[config.mk]
export PLATFORM = sky130hd
export DESIGN_NAME = signaling_packet_classifier
export DESIGN_NICKNAME = d
export VERILOG_FILES = /design/src/rtl/spc_pkg.sv /design/src/rtl/spc_front.sv /design/src/rtl/spc_queue.sv /design/src/rtl/spc_back.sv /design/src/rtl/signaling_packet_classifier.sv
export SDC_FILE = /design/constraint.sdc
export NUM_CORES = 1
export LEC_CHECK = 0
export ABC_AREA = 0
export ABC_CLOCK_PERIOD_IN_PS = 15100
export BUFFER_PORTS_ARGS = -buffer_cell sky130_fd_sc_hd__buf_2
export CELL_PAD_IN_SITES_DETAIL_PLACEMENT = 1
export CELL_PAD_IN_SITES_GLOBAL_PLACEMENT = 2
export CORE_UTILIZATION = 48
export DETAILED_ROUTE_END_ITERATION = 7
export GPL_ROUTABILITY_DRIVEN = 0
export PLACE_DENSITY_LB_ADDON = 0.1
export RECOVER_POWER = 25
export SYNTH_ARGS = -nofsm -noshare
export SYNTH_HDL_FRONTEND = slang
export SYNTH_SLANG_ARGS = --single-unit
[constraint.sdc]
create_clock -name clk -period 15.1 [get_ports clk]
set_input_delay 2.265 -clock clk [delete_from_list [all_inputs] [get_ports clk]]
set_output_delay 2.265 -clock clk [all_outputs]
set_load 0.01 [all_outputs]
[src/rtl/spc_pkg.sv]
// ----------------------------------------------------------------------------
// spc_pkg
// Shared types and constants of the signaling packet classifier.
// ----------------------------------------------------------------------------
package spc_pkg;

	typedef enum logic [5:0] {
		ST_ETH  = 6'b000001,
		ST_TAG  = 6'b000010,
		ST_V4   = 6'b000100,
		ST_V6   = 6'b001000,
		ST_L4   = 6'b010000,
		ST_SKIP = 6'b100000
	} stage_t;

	typedef enum logic [2:0] {
		RSN_MATCH    = 3'd0,
		RSN_RUNT     = 3'd1,
		RSN_L3       = 3'd2,
		RSN_IHL      = 3'd3,
		RSN_FRAG     = 3'd4,
		RSN_L4_SHORT = 3'd5,
		RSN_PROTO    = 3'd6,
		RSN_NO_PORT  = 3'd7
	} reason_t;

	localparam logic [15:0] ET_VLAN = 16'h8100;
	localparam logic [15:0] ET_QINQ = 16'h88a8;
	localparam logic [15:0] ET_IPV4 = 16'h0800;
	localparam logic [15:0] ET_IPV6 = 16'h86dd;

	localparam logic [7:0] PROTO_TCP  = 8'd6;
	localparam logic [7:0] PROTO_UDP  = 8'd17;
	localparam logic [7:0] PROTO_SCTP = 8'd132;

	localparam logic [15:0] PORT_S1AP = 16'd36412;
	localparam logic [15:0] PORT_GTPC = 16'd2123;
	localparam logic [15:0] PORT_DIAM = 16'd3868;
	localparam logic [15:0] PORT_PFCP = 16'd8805;
	localparam logic [15:0] PORT_GTPU = 16'd2152;

	localparam int QDEPTH = 4;
	localparam int QPTR_W = 2;

	// frame summary handed from parser to verdict stage
	typedef struct packed {
		stage_t      stage;
		logic        rem_lt20;
		logic        rem_lt4;
		logic        frag;
		logic [7:0]  proto;
		logic [15:0] src_port;
		logic [15:0] dst_port;
	} summary_t;

	function automatic stage_t stage_for_type(input logic [15:0] et);
		stage_t s;
		s = ST_SKIP;
		if (et == ET_VLAN || et == ET_QINQ) begin
			s = ST_TAG;
		end else if (et == ET_IPV4) begin
			s = ST_V4;
		end else if (et == ET_IPV6) begin
			s = ST_V6;
		end
		return s;
	endfunction

endpackage

[src/rtl/spc_front.sv]
// ----------------------------------------------------------------------------
// spc_front
// Byte parser: walks L2 tags, IPv4/IPv6 and L4 ports, one byte per cycle while
// in_ready is high, and pushes a frame summary on the last byte.
// ----------------------------------------------------------------------------
module spc_front #(
	parameter int MAX_FRAME_BYTES = 65535
) (
	input  logic              clk,
	input  logic              arst_n,
	input  logic              in_valid,
	input  logic              in_ready,
	input  logic [7:0]        in_byte,
	input  logic              in_last,
	output logic              push,
	output spc_pkg::summary_t sum
);
	import spc_pkg::*;

	localparam int OFF_W = $clog2(MAX_FRAME_BYTES + 1);
	localparam logic [OFF_W-1:0] OFF_MAX = OFF_W'(MAX_FRAME_BYTES);

	logic [OFF_W-1:0] off_q, off_n, l3_q, l3_n, k, rem;
	stage_t           stage_q, stage_n;
	logic [15:0]      et_q, et_n, src_q, src_n, dst_q, dst_n;
	logic [5:0]       ihl_q, ihl_n;
	logic             frag_q, frag_n;
	logic [7:0]       proto_q, proto_n;
	logic             acc;

	assign acc = in_valid && in_ready;
	assign k   = off_q - l3_q;

	always_comb begin
		off_n   = off_q;
		l3_n    = l3_q;
		stage_n = stage_q;
		et_n    = et_q;
		ihl_n   = ihl_q;
		frag_n  = frag_q;
		proto_n = proto_q;
		src_n   = src_q;
		dst_n   = dst_q;
		if (off_q < OFF_MAX) begin
			off_n = off_q + OFF_W'(1);
			case (stage_q)
				ST_ETH: begin
					if (off_q == OFF_W'(12)) et_n = {in_byte, 8'h00};
					if (off_q == OFF_W'(13)) begin
						et_n    = {et_q[15:8], in_byte};
						l3_n    = OFF_W'(14);
						stage_n = stage_for_type({et_q[15:8], in_byte});
					end
				end
				ST_TAG: begin
					if (k == OFF_W'(2)) et_n = {in_byte, 8'h00};
					if (k == OFF_W'(3)) begin
						et_n    = {et_q[15:8], in_byte};
						l3_n    = off_q + OFF_W'(1);
						stage_n = stage_for_type({et_q[15:8], in_byte});
					end
				end
				ST_V4: begin
					if (k == OFF_W'(0)) ihl_n = {in_byte[3:0], 2'b00};
					if (k == OFF_W'(6) && in_byte[4:0] != 5'd0) frag_n = 1'b1;
					if (k == OFF_W'(7) && in_byte != 8'd0) frag_n = 1'b1;
					if (k == OFF_W'(9)) proto_n = in_byte;
					if (k >= OFF_W'(19) && ihl_q >= 6'd20 &&
					    k + OFF_W'(1) == OFF_W'(ihl_q)) begin
						l3_n    = off_q + OFF_W'(1);
						stage_n = ST_L4;
					end
				end
				ST_V6: begin
					if (k == OFF_W'(6)) proto_n = in_byte;
					if (k == OFF_W'(39)) begin
						l3_n    = off_q + OFF_W'(1);
						stage_n = ST_L4;
					end
				end
				ST_L4: begin
					if (k == OFF_W'(0)) src_n = {in_byte, src_q[7:0]};
					if (k == OFF_W'(1)) src_n = {src_q[15:8], in_byte};
					if (k == OFF_W'(2)) dst_n = {in_byte, dst_q[7:0]};
					if (k == OFF_W'(3)) dst_n = {dst_q[15:8], in_byte};
				end
				default: begin
				end
			endcase
		end
	end

	assign rem  = off_n - l3_n;
	assign push = acc && in_last;

	always_comb begin
		sum.stage    = stage_n;
		sum.rem_lt20 = rem < OFF_W'(20);
		sum.rem_lt4  = rem < OFF_W'(4);
		sum.frag     = frag_n;
		sum.proto    = proto_n;
		sum.src_port = src_n;
		sum.dst_port = dst_n;
	end

	always_ff @(posedge clk or negedge arst_n) begin
		if (!arst_n) begin
			off_q   <= '0;
			l3_q    <= '0;
			stage_q <= ST_ETH;
			et_q    <= '0;
			ihl_q   <= '0;
			frag_q  <= 1'b0;
			proto_q <= '0;
			src_q   <= '0;
			dst_q   <= '0;
		end else if (acc) begin
			if (in_last) begin
				off_q   <= '0;
				l3_q    <= '0;
				stage_q <= ST_ETH;
				et_q    <= '0;
				ihl_q   <= '0;
				frag_q  <= 1'b0;
				proto_q <= '0;
				src_q   <= '0;
				dst_q   <= '0;
			end else begin
				off_q   <= off_n;
				l3_q    <= l3_n;
				stage_q <= stage_n;
				et_q    <= et_n;
				ihl_q   <= ihl_n;
				frag_q  <= frag_n;
				proto_q <= proto_n;
				src_q   <= src_n;
				dst_q   <= dst_n;
			end
		end
	end

	a_off_bound: assert property (@(posedge clk) disable iff (!arst_n)
		off_q <= OFF_MAX) else $error("byte offset past frame limit");

	a_clear_after_last: assert property (@(posedge clk) disable iff (!arst_n)
		push |=> (off_q == '0 && stage_q == ST_ETH && !frag_q))
		else $error("parser not cleared after last byte");

	a_l3_behind: assert property (@(posedge clk) disable iff (!arst_n)
		l3_q <= off_q) else $error("header start ahead of offset");

endmodule

[src/rtl/spc_queue.sv]
// ----------------------------------------------------------------------------
// spc_queue
// Small FIFO of frame summaries between parser and verdict stage.
// ----------------------------------------------------------------------------
module spc_queue (
	input  logic              clk,
	input  logic              arst_n,
	input  logic              push,
	input  spc_pkg::summary_t wr_data,
	output logic              full,
	input  logic              pop,
	output logic              rd_valid,
	output spc_pkg::summary_t rd_data
);
	import spc_pkg::*;

	summary_t          mem_q [QDEPTH];
	logic [QPTR_W-1:0] wr_ptr_q, rd_ptr_q;
	logic [QPTR_W:0]   cnt_q;

	assign full     = cnt_q == (QPTR_W+1)'(QDEPTH);
	assign rd_valid = cnt_q != '0;
	assign rd_data  = mem_q[rd_ptr_q];

	always_ff @(posedge clk) begin
		if (push) mem_q[wr_ptr_q] <= wr_data;
	end

	always_ff @(posedge clk or negedge arst_n) begin
		if (!arst_n) begin
			wr_ptr_q <= '0;
			rd_ptr_q <= '0;
			cnt_q    <= '0;
		end else begin
			if (push) wr_ptr_q <= wr_ptr_q + QPTR_W'(1);
			if (pop) rd_ptr_q <= rd_ptr_q + QPTR_W'(1);
			if (push && !pop) cnt_q <= cnt_q + (QPTR_W+1)'(1);
			else if (pop && !push) cnt_q <= cnt_q - (QPTR_W+1)'(1);
		end
	end

	a_cnt_bound: assert property (@(posedge clk) disable iff (!arst_n)
		cnt_q <= (QPTR_W+1)'(QDEPTH)) else $error("queue count overflow");

	a_no_push_full: assert property (@(posedge clk) disable iff (!arst_n)
		push |-> !full) else $error("push into full queue");

	a_no_pop_empty: assert property (@(posedge clk) disable iff (!arst_n)
		pop |-> rd_valid) else $error("pop from empty queue");

endmodule

[src/rtl/spc_back.sv]
// ----------------------------------------------------------------------------
// spc_back
// Verdict stage: turns a frame summary into match flag and reason code
// and holds it in the output register.
// ----------------------------------------------------------------------------
module spc_back (
	input  logic              clk,
	input  logic              arst_n,
	input  logic              user_plane,
	input  logic              q_valid,
	input  spc_pkg::summary_t q_data,
	output logic              pop,
	output logic              out_valid,
	input  logic              out_ready,
	output logic              out_match,
	output logic [2:0]        out_reason
);
	import spc_pkg::*;

	reason_t rsn;
	logic    any_ctrl, has_s1ap, has_gtpu;
	logic    valid_q, match_q;
	reason_t rsn_q;

	assign has_s1ap = q_data.src_port == PORT_S1AP || q_data.dst_port == PORT_S1AP;
	assign has_gtpu = q_data.src_port == PORT_GTPU || q_data.dst_port == PORT_GTPU;
	assign any_ctrl = q_data.src_port == PORT_GTPC || q_data.dst_port == PORT_GTPC ||
	                  q_data.src_port == PORT_DIAM || q_data.dst_port == PORT_DIAM ||
	                  q_data.src_port == PORT_PFCP || q_data.dst_port == PORT_PFCP;

	always_comb begin
		case (q_data.stage)
			ST_ETH: rsn = RSN_RUNT;
			ST_V4:  rsn = q_data.rem_lt20 ? RSN_L3 : RSN_IHL;
			ST_L4: begin
				if (q_data.frag) rsn = RSN_FRAG;
				else if (q_data.rem_lt4) rsn = RSN_L4_SHORT;
				else if (q_data.proto == PROTO_SCTP) rsn = has_s1ap ? RSN_MATCH : RSN_NO_PORT;
				else if (q_data.proto != PROTO_UDP && q_data.proto != PROTO_TCP)
					rsn = RSN_PROTO;
				else if (any_ctrl || (user_plane && has_gtpu)) rsn = RSN_MATCH;
				else rsn = RSN_NO_PORT;
			end
			default: rsn = RSN_L3;
		endcase
	end

	assign pop = q_valid && (!valid_q || out_ready);

	always_ff @(posedge clk or negedge arst_n) begin
		if (!arst_n) begin
			valid_q <= 1'b0;
		end else if (!valid_q || out_ready) begin
			valid_q <= q_valid;
		end
	end

	always_ff @(posedge clk) begin
		if (pop) begin
			rsn_q   <= rsn;
			match_q <= rsn == RSN_MATCH;
		end
	end

	assign out_valid  = valid_q;
	assign out_match  = match_q;
	assign out_reason = rsn_q;

	a_match_code: assert property (@(posedge clk) disable iff (!arst_n)
		valid_q |-> (match_q == (rsn_q == RSN_MATCH)))
		else $error("match flag disagrees with reason");

	a_pop_loads: assert property (@(posedge clk) disable iff (!arst_n)
		pop |=> valid_q) else $error("popped summary lost");

	a_hold_on_stall: assert property (@(posedge clk) disable iff (!arst_n)
		(valid_q && !out_ready) |-> !pop) else $error("pop over stalled result");

endmodule

[src/rtl/signaling_packet_classifier.sv]
// ----------------------------------------------------------------------------
// signaling_packet_classifier
// Classifies Ethernet frames as control-plane signaling by L4 port.
//
// Input stream (s_*): one frame byte per transfer, s_tlast on the final byte.
// Output stream (m_*): one verdict per frame, m_tdata[0] is_signaling,
//   m_tdata[3:1] reason code.
// cfg_wr_en/cfg_wr_data write include_user_plane (GTP-U 2152 accepted when 1).
// Throughput: one byte per cycle sustained while s_tready is high, frames back to back.
// After the last-byte transfer the frame summary is written into the queue and
//   then into the output register, where the verdict appears.
// A 4-entry summary queue sits between parser and verdict stage; s_tready
//   drops only when it is full, i.e. once four verdicts wait behind the one
//   held in the stalled output register (five frame ends under stall).
// Reset clears the parser, the queue, the output valid and the include_user_plane register;
// no flush pass is needed.
// ----------------------------------------------------------------------------
module signaling_packet_classifier #(
	parameter int MAX_FRAME_BYTES = 65535
) (
	input  logic       clk,
	input  logic       arst_n,
	input  logic       s_tvalid,
	output logic       s_tready,
	input  logic [7:0] s_tdata,   // [7:0] frame_byte
	input  logic       s_tlast,   // end_of_frame
	output logic       m_tvalid,
	input  logic       m_tready,
	output logic [7:0] m_tdata,   // [0] is_signaling, [3:1] verdict_reason, [7:4] zero
	input  logic       cfg_wr_en,
	input  logic       cfg_wr_data
);
	import spc_pkg::*;

	logic       user_plane_q;
	logic       push, full, pop, q_valid, match;
	logic [2:0] reason;
	summary_t   wr_sum, rd_sum;

	always_ff @(posedge clk or negedge arst_n) begin
		if (!arst_n) begin
			user_plane_q <= 1'b0;
		end else if (cfg_wr_en) begin
			user_plane_q <= cfg_wr_data;
		end
	end

	assign s_tready = !full;

	spc_front #(
		.MAX_FRAME_BYTES(MAX_FRAME_BYTES)
	) u_front (
		.clk      (clk),
		.arst_n   (arst_n),
		.in_valid (s_tvalid),
		.in_ready (s_tready),
		.in_byte  (s_tdata),
		.in_last  (s_tlast),
		.push     (push),
		.sum      (wr_sum)
	);

	spc_queue u_queue (
		.clk      (clk),
		.arst_n   (arst_n),
		.push     (push),
		.wr_data  (wr_sum),
		.full     (full),
		.pop      (pop),
		.rd_valid (q_valid),
		.rd_data  (rd_sum)
	);

	spc_back u_back (
		.clk        (clk),
		.arst_n     (arst_n),
		.user_plane (user_plane_q),
		.q_valid    (q_valid),
		.q_data     (rd_sum),
		.pop        (pop),
		.out_valid  (m_tvalid),
		.out_ready  (m_tready),
		.out_match  (match),
		.out_reason (reason)
	);

	assign m_tdata = {4'b0000, reason, match};

endmodule
==> results.yml, run 1 <==
routing:
  routed_wl_um: 41000
  drc: 18
  vias_per_cell: 6.25
  ant_nets: 0
  vias: 10243
  first_iter_violations: 560
  wl_per_cell_um: 25.0
  dr.pass1.iters: 6
global_routing:
  grt_pass1_vias: 11251
  grt.overflow.total: 0
  track_usage: 0.259
  antenna_found_initial: 1
  grt_first_pass_wirelength_um: 64800
  grt_max_degree: 67
setup_path:
  crit_path_top_delay_cell: "a2111oi_1"
  reg2reg_depth: 26
  cp.required_ns: 15.46
  critical_path.max_stage_delay_ns: 0.62
  cp-end-kind: "flop"
  crit_fanout: 15
  cp_common_cell: "nand2_1"
  crit_buf_inv: 1
  reg2reg_slack_ns: 7.55
  critical-path-top-delay-family: "simple AND/OR/NAND/NOR gates"
  startpoint_type: "flop"
  rr_endpoint: "u_queue.mem_q[3][42]"
  worstSetupPathType: "reg -> reg"
  reg2reg_from: "u_front.off_q[0]"
  worstPathArrival_ns: 7.91
clock_tree:
  clk_pin_slew_ns: 0.06
  cts_setup_buffers: 0
  htree_levels: 1
  tritoncts: "yes"
  clockRootBuffer: "clkbuf_16"
  cts_resized: 0
  numCtsBuffers: 31
  cts.path.max_buffers: 3
  holdBufCountCts: 0
  cts_sinks: 300
  clk_latency_ns: 0.57
synthesis:
  synth_edf_count: 200
  yosysMostFrequentCell: "edfxtp_1"
  netlist_area_mm2: 0.0152
  syn_area_per_cell_um2: 12.6
  yosysWarnings: 0
  synth_cells: 1208
  synthFlopType: "edfxtp_1"
  synth_seq_cells: 300
  async_reset_ff_frac: 0.333
  ys_top_cells_by_area: "edfxtp_1, dfrtp_1, mux4_2, mux2_2, a22o_1"
  synth_commonest_cells: "edfxtp_1, nand2_1, dfrtp_1"
  synth_cell_types: 91
  ys_seq_area_frac: 0.560
  yosysTopAreaCell: "edfxtp_1"
  synth_top_area_frac: 0.395
floorplan:
  die-height_um: 180
  die_area_mm2: 0.0324
  coreArea_mm2: 0.0308
  die_w_um: 180
  ios: 25
  start_util: 0.493
  rows: 64
sta:
  tightest_slew_ns: 3.86
  slew_violations: 330
  fin_ws_ns: 7.55
  finClkSkew_ns: 0.0151
  period_share: 0.500
  tns_ns: 0
  rsz0062_at_grt: "false"
  fmax_mhz: 133
  period_needed_ns: 7.55
  hold_viol: 0
  finalSetupViolations: 0
  slew_headroom: -1.57
pwr:
  seqPwrFrac: 0.390
  powerDensity_mw_per_mm2: 159
  power_w: 0.00265
  switching_power_w: 0.000885
  leakage_nw: 6.40
  swShare: 0.334
  p_comb_frac: 0.315
  clock_power_share: 0.296
  p_int_w: 0.00177
  ir_drop_mv: 0.0904
cells_and_area:
  nets: 1272
  drive_above_1_share: 0.159
  synthToLayoutAreaGrowth_pct: 9.79
placement:
  numPortBuffers: 20
  place_ws_ns: 7.63
  dp_hpwl_um: 26700
hold_path:
  worstHoldStart: "u_queue.cnt_q[2]"
  hold_end: "u_queue.cnt_q[2]"
  holdPathStages: 1
  hold_path.class: "reg -> reg"
status:
  violations: "design-rule violations, max-capacitance violations, max-slew violations"
  outcome: "finished, violations left"
run:
  cap_viol_max_count: 6
[kinds of logic after synthesis]
| kind of cell | after synthesis | synth area share |
|---|---|---|
| and+or+nand+nor | 363 | 0.126 |
| DFF | 300 | 0.560 |
| AOI/OAI and AO/OA | 277 | 0.132 |
| muxes | 95 | 0.0985 |
| buffers and inverters | 94 | 0.0266 |
| adders and majority gates | 39 | 0.0331 |
| xor gates and xnor gates | 39 | 0.0240 |
| other | 1 | 0.000247 |
[routing by layer]
| metal | share of wire | routed length (um) | global-route usage |
|---|---|---|---|
| met5 | 0 | 0 | 0 |
| met4 | 0.024 | 965 | 0.0707 |
| met3 | 0.030 | 1230 | 0.0302 |
| met2 | 0.53 | 21700 | 0.479 |
| met1 | 0.42 | 17100 | 0.318 |
[cells in the final DEF (no fill, tap or decap), types with 30 or more instances in the layout]
cell       synthesis  layout
nor2_1            60      59
nor3_1            32      31
edfxtp_1         200     200
o21ai_0           45      45
mux2_2            46      46
a22o_1            56      56
clkbuf_16          0      31
mux4_2            39      39
nand3_1           30      30
inv_1             35      35
dfrtp_1           99      97
ha_1              37      37
a21oi_1           49      49
nand2_1          100      99
[power groups by stage]
| stage | sequential (W) | combinational (W) | clock (W) |
|---|---|---|---|
| after floorplan | 0.00102 | 0.000639 | 0 |
| after global placement | 0.00104 | 0.000817 | 0 |
| after detailed placement | 0.00105 | 0.000833 | 0 |
| after CTS | 0.00103 | 0.000843 | 0.000798 |
| after global routing | 0.00104 | 0.000912 | 0.000827 |
| final | 0.00103 | 0.000834 | 0.000784 |
[worst reg2reg max path, delay by kind of cell, from the launching register on]
family	cells	cell delay [ns]
simple gates	11	2.82
compound gates	9	2.35
xor+xnor	1	0.35
mux	1	0.07
fa+ha+maj	3	1.08
flops	1	0.53
buf+inv	1	0.15
[registers in the layout, indices dropped and copies added (netlist names), 2 cells and up]
name / count
u_front.src_q: 16
u_front.ihl_q: 4
u_queue.rd_ptr_q: 2
u_front.stage_q: 6
u_back.out_reason: 3
u_queue.mem_q: 196
u_front.proto_q: 8
u_front.off_q: 16
u_queue.wr_ptr_q: 2
u_front.et_q: 8
u_front.dst_q: 16
u_queue.cnt_q: 3
u_front.l3_q: 16
[final cells by class]
cell class	instances	area (um2)
clock buffers	44	895
multi-input cells	817	6310
well taps	396	495
repair buffers	33	166
clock inverters	14	165
inverters	35	131
fillers	3091	14200
flip-flops and latches	300	8510
diodes	1	2.50
[how the worst max path moves through the flow]
stage                     start                    to  slack (ns)  depth (start not counted)
4_1_cts        u_front.off_q[0]  u_queue.mem_q[0][41]        7.62                         26
3_3_place_gp   u_front.off_q[0]  u_queue.mem_q[0][41]        7.86                         28
2_1_floorplan  u_front.off_q[0]  u_queue.mem_q[0][41]        8.70                         30
6_report       u_front.off_q[0]  u_queue.mem_q[3][42]        7.55                         26
5_1_grt        u_front.off_q[0]  u_queue.mem_q[2][41]        6.92                         27
3_5_place_dp   u_front.off_q[0]  u_queue.mem_q[3][42]        7.63                         26
[metrics by stage]
stage / hold WS, ns / cell area, um2 / instances / util
floorplan: 0.464 / 15200 / 1211 / -
global placement: 0.482 / 15700 / 1581 / 0.508
detailed placement: 0.483 / 15700 / 1581 / 0.508
CTS: 0.492 / 16700 / 1639 / 0.542
global route: 0.519 / 16700 / 1639 / 0.541
finish: 0.490 / 16700 / 1640 / 0.541
Note: power is estimated with default switching activity, not from simulation.
==> run 2, diff against run 1 <==
Settings changed: ABC_CLOCK_PERIOD_IN_PS 15100 to 6300, CORE_UTILIZATION 48 to 41.
Clock period 15.1 ns to 6.3 ns, I/O delays scaled along.
==> results.yml, run 2 (synthesis gave the netlist of run 1 again) <==
floorplan:
  rows: 70
  coreArea_mm2: 0.0365
  start_util: 0.416
  die_w_um: 194
  die_area_mm2: 0.0378
  die-height_um: 194
  ios: 25
pwr:
  leakage_nw: 6.78
  powerDensity_mw_per_mm2: 383
  ir_drop_mv: 0.181
clock_tree:
  tritoncts: "yes"
  numCtsBuffers: 36
  cts.path.max_buffers: 3
  clk_pin_slew_ns: 0.06
  clk_latency_ns: 0.54
  clockRootBuffer: "clkbuf_16"
  htree_levels: 2
  holdBufCountCts: 0
  cts_sinks: 300
sta:
  period_share: 0.955
  hold_viol: 0
  slew_headroom: -1.68
  period_needed_ns: 6.02
  tightest_slew_ns: 4.02
  fmax_mhz: 166
  finClkSkew_ns: 0.0201
  finalSetupViolations: 0
  slew_violations: 290
setup_path:
  startpoint_type: "flop"
  cp-end-kind: "flop"
  worstPathArrival_ns: 6.38
  cp.required_ns: 6.66
  worstSetupPathType: "reg -> reg"
  crit_fanout: 5
cells_and_area:
  mostFrequentLayoutCell: "edfxtp_1"
  final_area_mm2: 0.0176
  drive_above_1_share: 0.230
  fin_cells: 1776
  largest_reg_flops: 196
  synthToLayoutAreaGrowth_pct: 15.5
  final_cell_mix: "edfxtp_1, nand2_1, dfrtp_1, buf_4, nor2_1"
  nets: 1335
  n_antenna_cell: 0
  top_register: "u_queue.mem_q"
run:
  cap_viol_max_count: 6
status:
  outcome: "finished, violations left"
  violations: "max-capacitance violations, max-slew violations"
routing:
  ant_nets: 0
  vias_per_cell: 5.83
  vias: 10352
  routed_wl_um: 41600
  first_iter_violations: 526
  wl_per_cell_um: 23.4
  dr.pass1.iters: 5
  drc: 0
global_routing:
  track_usage: 0.226
  grt.overflow.total: 0
  grt_pass1_vias: 10923
  grt_max_degree: 67
  grt_first_pass_wirelength_um: 65000
  antenna_found_initial: 1
placement:
  numPortBuffers: 20
  dp_hpwl_um: 28300
  dp.cells: 1705
  place_area_mm2: 0.0161
hold_path:
  hold_path.class: "reg -> reg"
[run 2: changes by cell type in the layout (fill, tap and decap cells not counted), sizes merged]
cell / change
inv: +1
clkbuf: +2
clkinvlp: -1
buf: +59
clkinv: +4
diode: -1
[run 2: path summary, 6_finish.rpt]
path | cells past startpoint | from | slack (ns) | end
max | 24 | u_front.l3_q[0] | 0.28 | u_queue.mem_q[0][41]
min | 1 | u_front.src_q[9] | 0.50 | u_front.src_q[9]
max reg2reg | 24 | u_front.l3_q[0] | 0.28 | u_queue.mem_q[0][41]
min reg2reg | 1 | u_front.src_q[9] | 0.50 | u_front.src_q[9]
max in group asynchronous | 2 | arst_n | 1.71 | u_queue.rd_ptr_q[0]
min in group asynchronous | 1 | arst_n | 1.45 | u_front.l3_q[10]
[run 2: what timing repair did]
action | in CTS | in global routing
buffers inserted | 0 | 6
resized for setup | 9 | 53
pin swaps | 3 | 21
hold endpoints to repair | 0 | 0
cloned | 0 | 0
setup endpoints to repair | 8 | 8
[run 2: routing by layer]
layer	vias to the layer above	global-route usage	wire length, um
met2	151	0.401	21500
met5	-	0	0
li1	4822	-	-
met3	58	0.0267	1280
met1	5321	0.284	18000
met4	0	0.0776	947
[run 2: layout make-up]
class	instances	area (um2)
sequential	300	8520
multi-input combinational	817	6570
fill	3742	19000
clock inverter	18	174
clock buffer	47	962
tap	468	586
timing repair buffer	91	612
inverter	35	131
[run 2: report_power, final]
group          leakage, nW  total, W  switching [W]  internal (W)
Clock                0.555   0.00201       0.000804       0.00120
Sequential            3.22   0.00253       0.000185       0.00234
Combinational         3.01   0.00219        0.00125      0.000933
Total                 6.78   0.00672        0.00224       0.00448
[run 2: critical path, cell delays in order, from the launching register on]
cell	delay [ns]
dfrtp_1	0.39
ha_2	0.21
fa_2	0.37
and2b_1	0.25
o2111ai_4	0.19
a211o_1	0.33
o211ai_1	0.13
o311ai_2	0.18
nor4_4	0.33
o211a_4	0.26
o21ai_2	0.07
or2_2	0.29
buf_4	0.14
a31oi_1	0.32
o21ai_2	0.10
ha_1	0.30
o21a_1	0.17
o21ai_0	0.14
nand2b_1	0.15
and3b_2	0.26
a2111o_1	0.40
o211a_1	0.12
nor4_2	0.27
o2111ai_2	0.22
nor3_4	0.25
[run 2: stage by stage]
step,setup WS (ns),hold WS (ns),util,TNS (ns),power (W)
final,0.281,0.502,0.481,0,0.00672
after global routing,-0.0158,0.516,0.481,-0.0905,0.00707
after CTS,0.00789,0.469,0.474,0,0.00666
after detailed placement,-0.155,0.487,0.442,-1.23,0.00462
after global placement,-0.163,0.482,0.442,-1.20,0.00459
after floorplan,0.0824,0.464,-,0,0.00397
==> run 3, diff against run 2 <==
Settings changed: CELL_PAD_IN_SITES_DETAIL_PLACEMENT 1 to default, CELL_PAD_IN_SITES_GLOBAL_PLACEMENT 2 to default, CORE_MARGIN from default to 3, CORE_UTILIZATION 41 to 57, PLACE_DENSITY from default to 0.76, PLACE_DENSITY_LB_ADDON 0.1 to default.
==> results.yml, run 3 (synthesis gave the netlist of run 1 again) <==
clock_tree:
  numCtsBuffers: 31
  clk_latency_ns: 0.58
  tritoncts: "yes"
  clockRootBuffer: "clkbuf_16"
  holdBufCountCts: 0
  cts_sinks: 300
  htree_levels: 1
  clk_pin_slew_ns: 0.06
  cts.path.max_buffers: 3
global_routing:
  grt.overflow.total: 0
  antenna_found_initial: 0
  track_usage: 0.254
  grt_pass1_vias: 10630
  grt_max_degree: 67
  grt_first_pass_wirelength_um: 57800
cells_and_area:
  n_antenna_cell: 0
  synthToLayoutAreaGrowth_pct: 12.2
  mostFrequentLayoutCell: "edfxtp_1"
  drive_above_1_share: 0.209
  nets: 1309
  largest_reg_flops: 196
  final_core_util: 0.652
  top_register: "u_queue.mem_q"
  final_area_mm2: 0.0171
  final_cell_mix: "edfxtp_1, nand2_1, dfrtp_1, nor2_1, a22o_1"
sta:
  finalSetupViolations: 0
  tightest_slew_ns: 3.90
  slew_violations: 94
  slew_headroom: -1.60
  finClkSkew_ns: 0.0179
  period_needed_ns: 6.03
  hold_viol: 0
  fmax_mhz: 166
  fin_ws_ns: 0.269
  period_share: 0.957
setup_path:
  worstPathArrival_ns: 6.32
  cp.required_ns: 6.59
  startpoint: "u_front.l3_q[0]"
  rr_endpoint: "u_queue.mem_q[2][42]"
  reg2reg_depth: 26
  cp-end-kind: "flop"
  startpoint_type: "flop"
  worstSetupPathType: "reg -> reg"
  crit_fanout: 16
  endpoint: "u_queue.mem_q[2][42]"
  reg2reg_slack_ns: 0.27
  reg2reg_from: "u_front.l3_q[0]"
floorplan:
  coreArea_mm2: 0.0261
  die_area_mm2: 0.0286
  die-height_um: 169
  die_w_um: 169
  start_util: 0.581
  ios: 25
  rows: 59
routing:
  ant_nets: 0
  routed_wl_um: 36300
  vias: 10574
  wl_per_cell_um: 22.5
  vias_per_cell: 6.55
  dr.pass1.iters: 6
  first_iter_violations: 1053
  drc: 0
hold_path:
  hold_path.class: "reg -> reg"
placement:
  dp_hpwl_um: 23600
  place_ws_ns: -0.106
  place_area_mm2: 0.0158
  numPortBuffers: 20
pwr:
  ir_drop_mv: 0.481
  leakage_nw: 6.61
  switching_power_w: 0.00217
  seqPwrFrac: 0.388
  swShare: 0.336
  clock_power_share: 0.282
  p_int_w: 0.00429
  powerDensity_mw_per_mm2: 379
  p_comb_frac: 0.331
status:
  outcome: "finished, violations left"
  violations: "max-capacitance violations, max-slew violations"
run:
  cap_viol_max_count: 2
[run 3: cell count changes in the layout (fill, tap and decap cells not counted), moves of 3 or more]
cell	previous run	this run
clkinvlp_4	0	4
clkbuf_16	36	31
nor4_2	6	1
clkbuf_8	2	7
clkbuf_1	19	16
buf_4	65	46
nor4_1	14	19
clkinv_1	8	0
[run 3: power groups by stage]
stage | registers [W] | clock network, W | logic, W
after global placement | 0.00253 | 0 | 0.00191
after detailed placement | 0.00255 | 0 | 0.00195
final | 0.00251 | 0.00182 | 0.00214
after floorplan | 0.00244 | 0 | 0.00153
after global routing | 0.00253 | 0.00192 | 0.00232
after CTS | 0.00251 | 0.00184 | 0.00198
[run 3: what timing repair did]
item                       4_1_cts  5_1_grt
setup endpoints to repair        8        8
gates cloned                     0        0
gates resized for setup          4       40
setup buffers                    0        9
pin swaps                        1       17
[run 3: area by class of cell]
class / instances / area [um2]
Fill cell: 1922 / 9080
Multi-Input combinational cell: 817 / 6490
Inverter: 35 / 131
Tap cell: 335 / 419
Clock inverter: 12 / 125
Clock buffer: 46 / 902
Sequential cell: 300 / 8510
Timing Repair Buffer: 70 / 468
[run 3: routing by layer]
metal | wire length [um] | share of wire | track usage
met1 | 15600 | 0.43 | 0.358
met2 | 17200 | 0.47 | 0.409
met3 | 2390 | 0.066 | 0.0454
met4 | 1070 | 0.030 | 0.0761
met5 | 0 | 0 | 0
[run 3: worst min path at each step]
stage,slack (ns),start,end,cells after the start
2_1_floorplan,0.46,u_queue.cnt_q[2],u_queue.cnt_q[2],1
4_1_cts,0.50,u_front.proto_q[5],u_front.proto_q[5],1
6_report,0.50,u_front.dst_q[8],u_front.dst_q[8],1
5_1_grt,0.51,u_front.src_q[0],u_front.src_q[0],1
3_3_place_gp,0.48,u_queue.cnt_q[2],u_queue.cnt_q[2],1
3_5_place_dp,0.49,u_front.dst_q[5],u_front.dst_q[5],1
[run 3: stage by stage]
stage | power (W) | hold slack, ns | cells | setup TNS [ns]
final | 0.00647 | 0.499 | 1615 | 0
after global routing | 0.00678 | 0.513 | 1615 | -0.246
after CTS | 0.00633 | 0.503 | 1606 | 0
after detailed placement | 0.00450 | 0.485 | 1548 | -0.795
after global placement | 0.00444 | 0.479 | 1548 | 0
after floorplan | 0.00397 | 0.464 | 1211 | 0
[run 3: critical path, stage by stage, from the launching register on]
cell       delay [ns]
dfrtp_1          0.40
ha_2             0.21
fa_2             0.35
and2b_1          0.25
o2111ai_4        0.18
a211o_1          0.30
o211ai_1         0.13
o311ai_2         0.18
nor4_4           0.39
buf_4            0.17
buf_4            0.14
a41oi_1          0.13
a211o_1          0.40
buf_4            0.24
a21oi_2          0.19
ha_1             0.30
a21o_1           0.20
a21oi_1          0.20
nor2_1           0.06
o21ai_0          0.15
nand2b_1         0.07
a21oi_1          0.13
o21ai_1          0.14
o22ai_1          0.22
mux2_2           0.40
o2111ai_2        0.14
a21oi_2          0.08
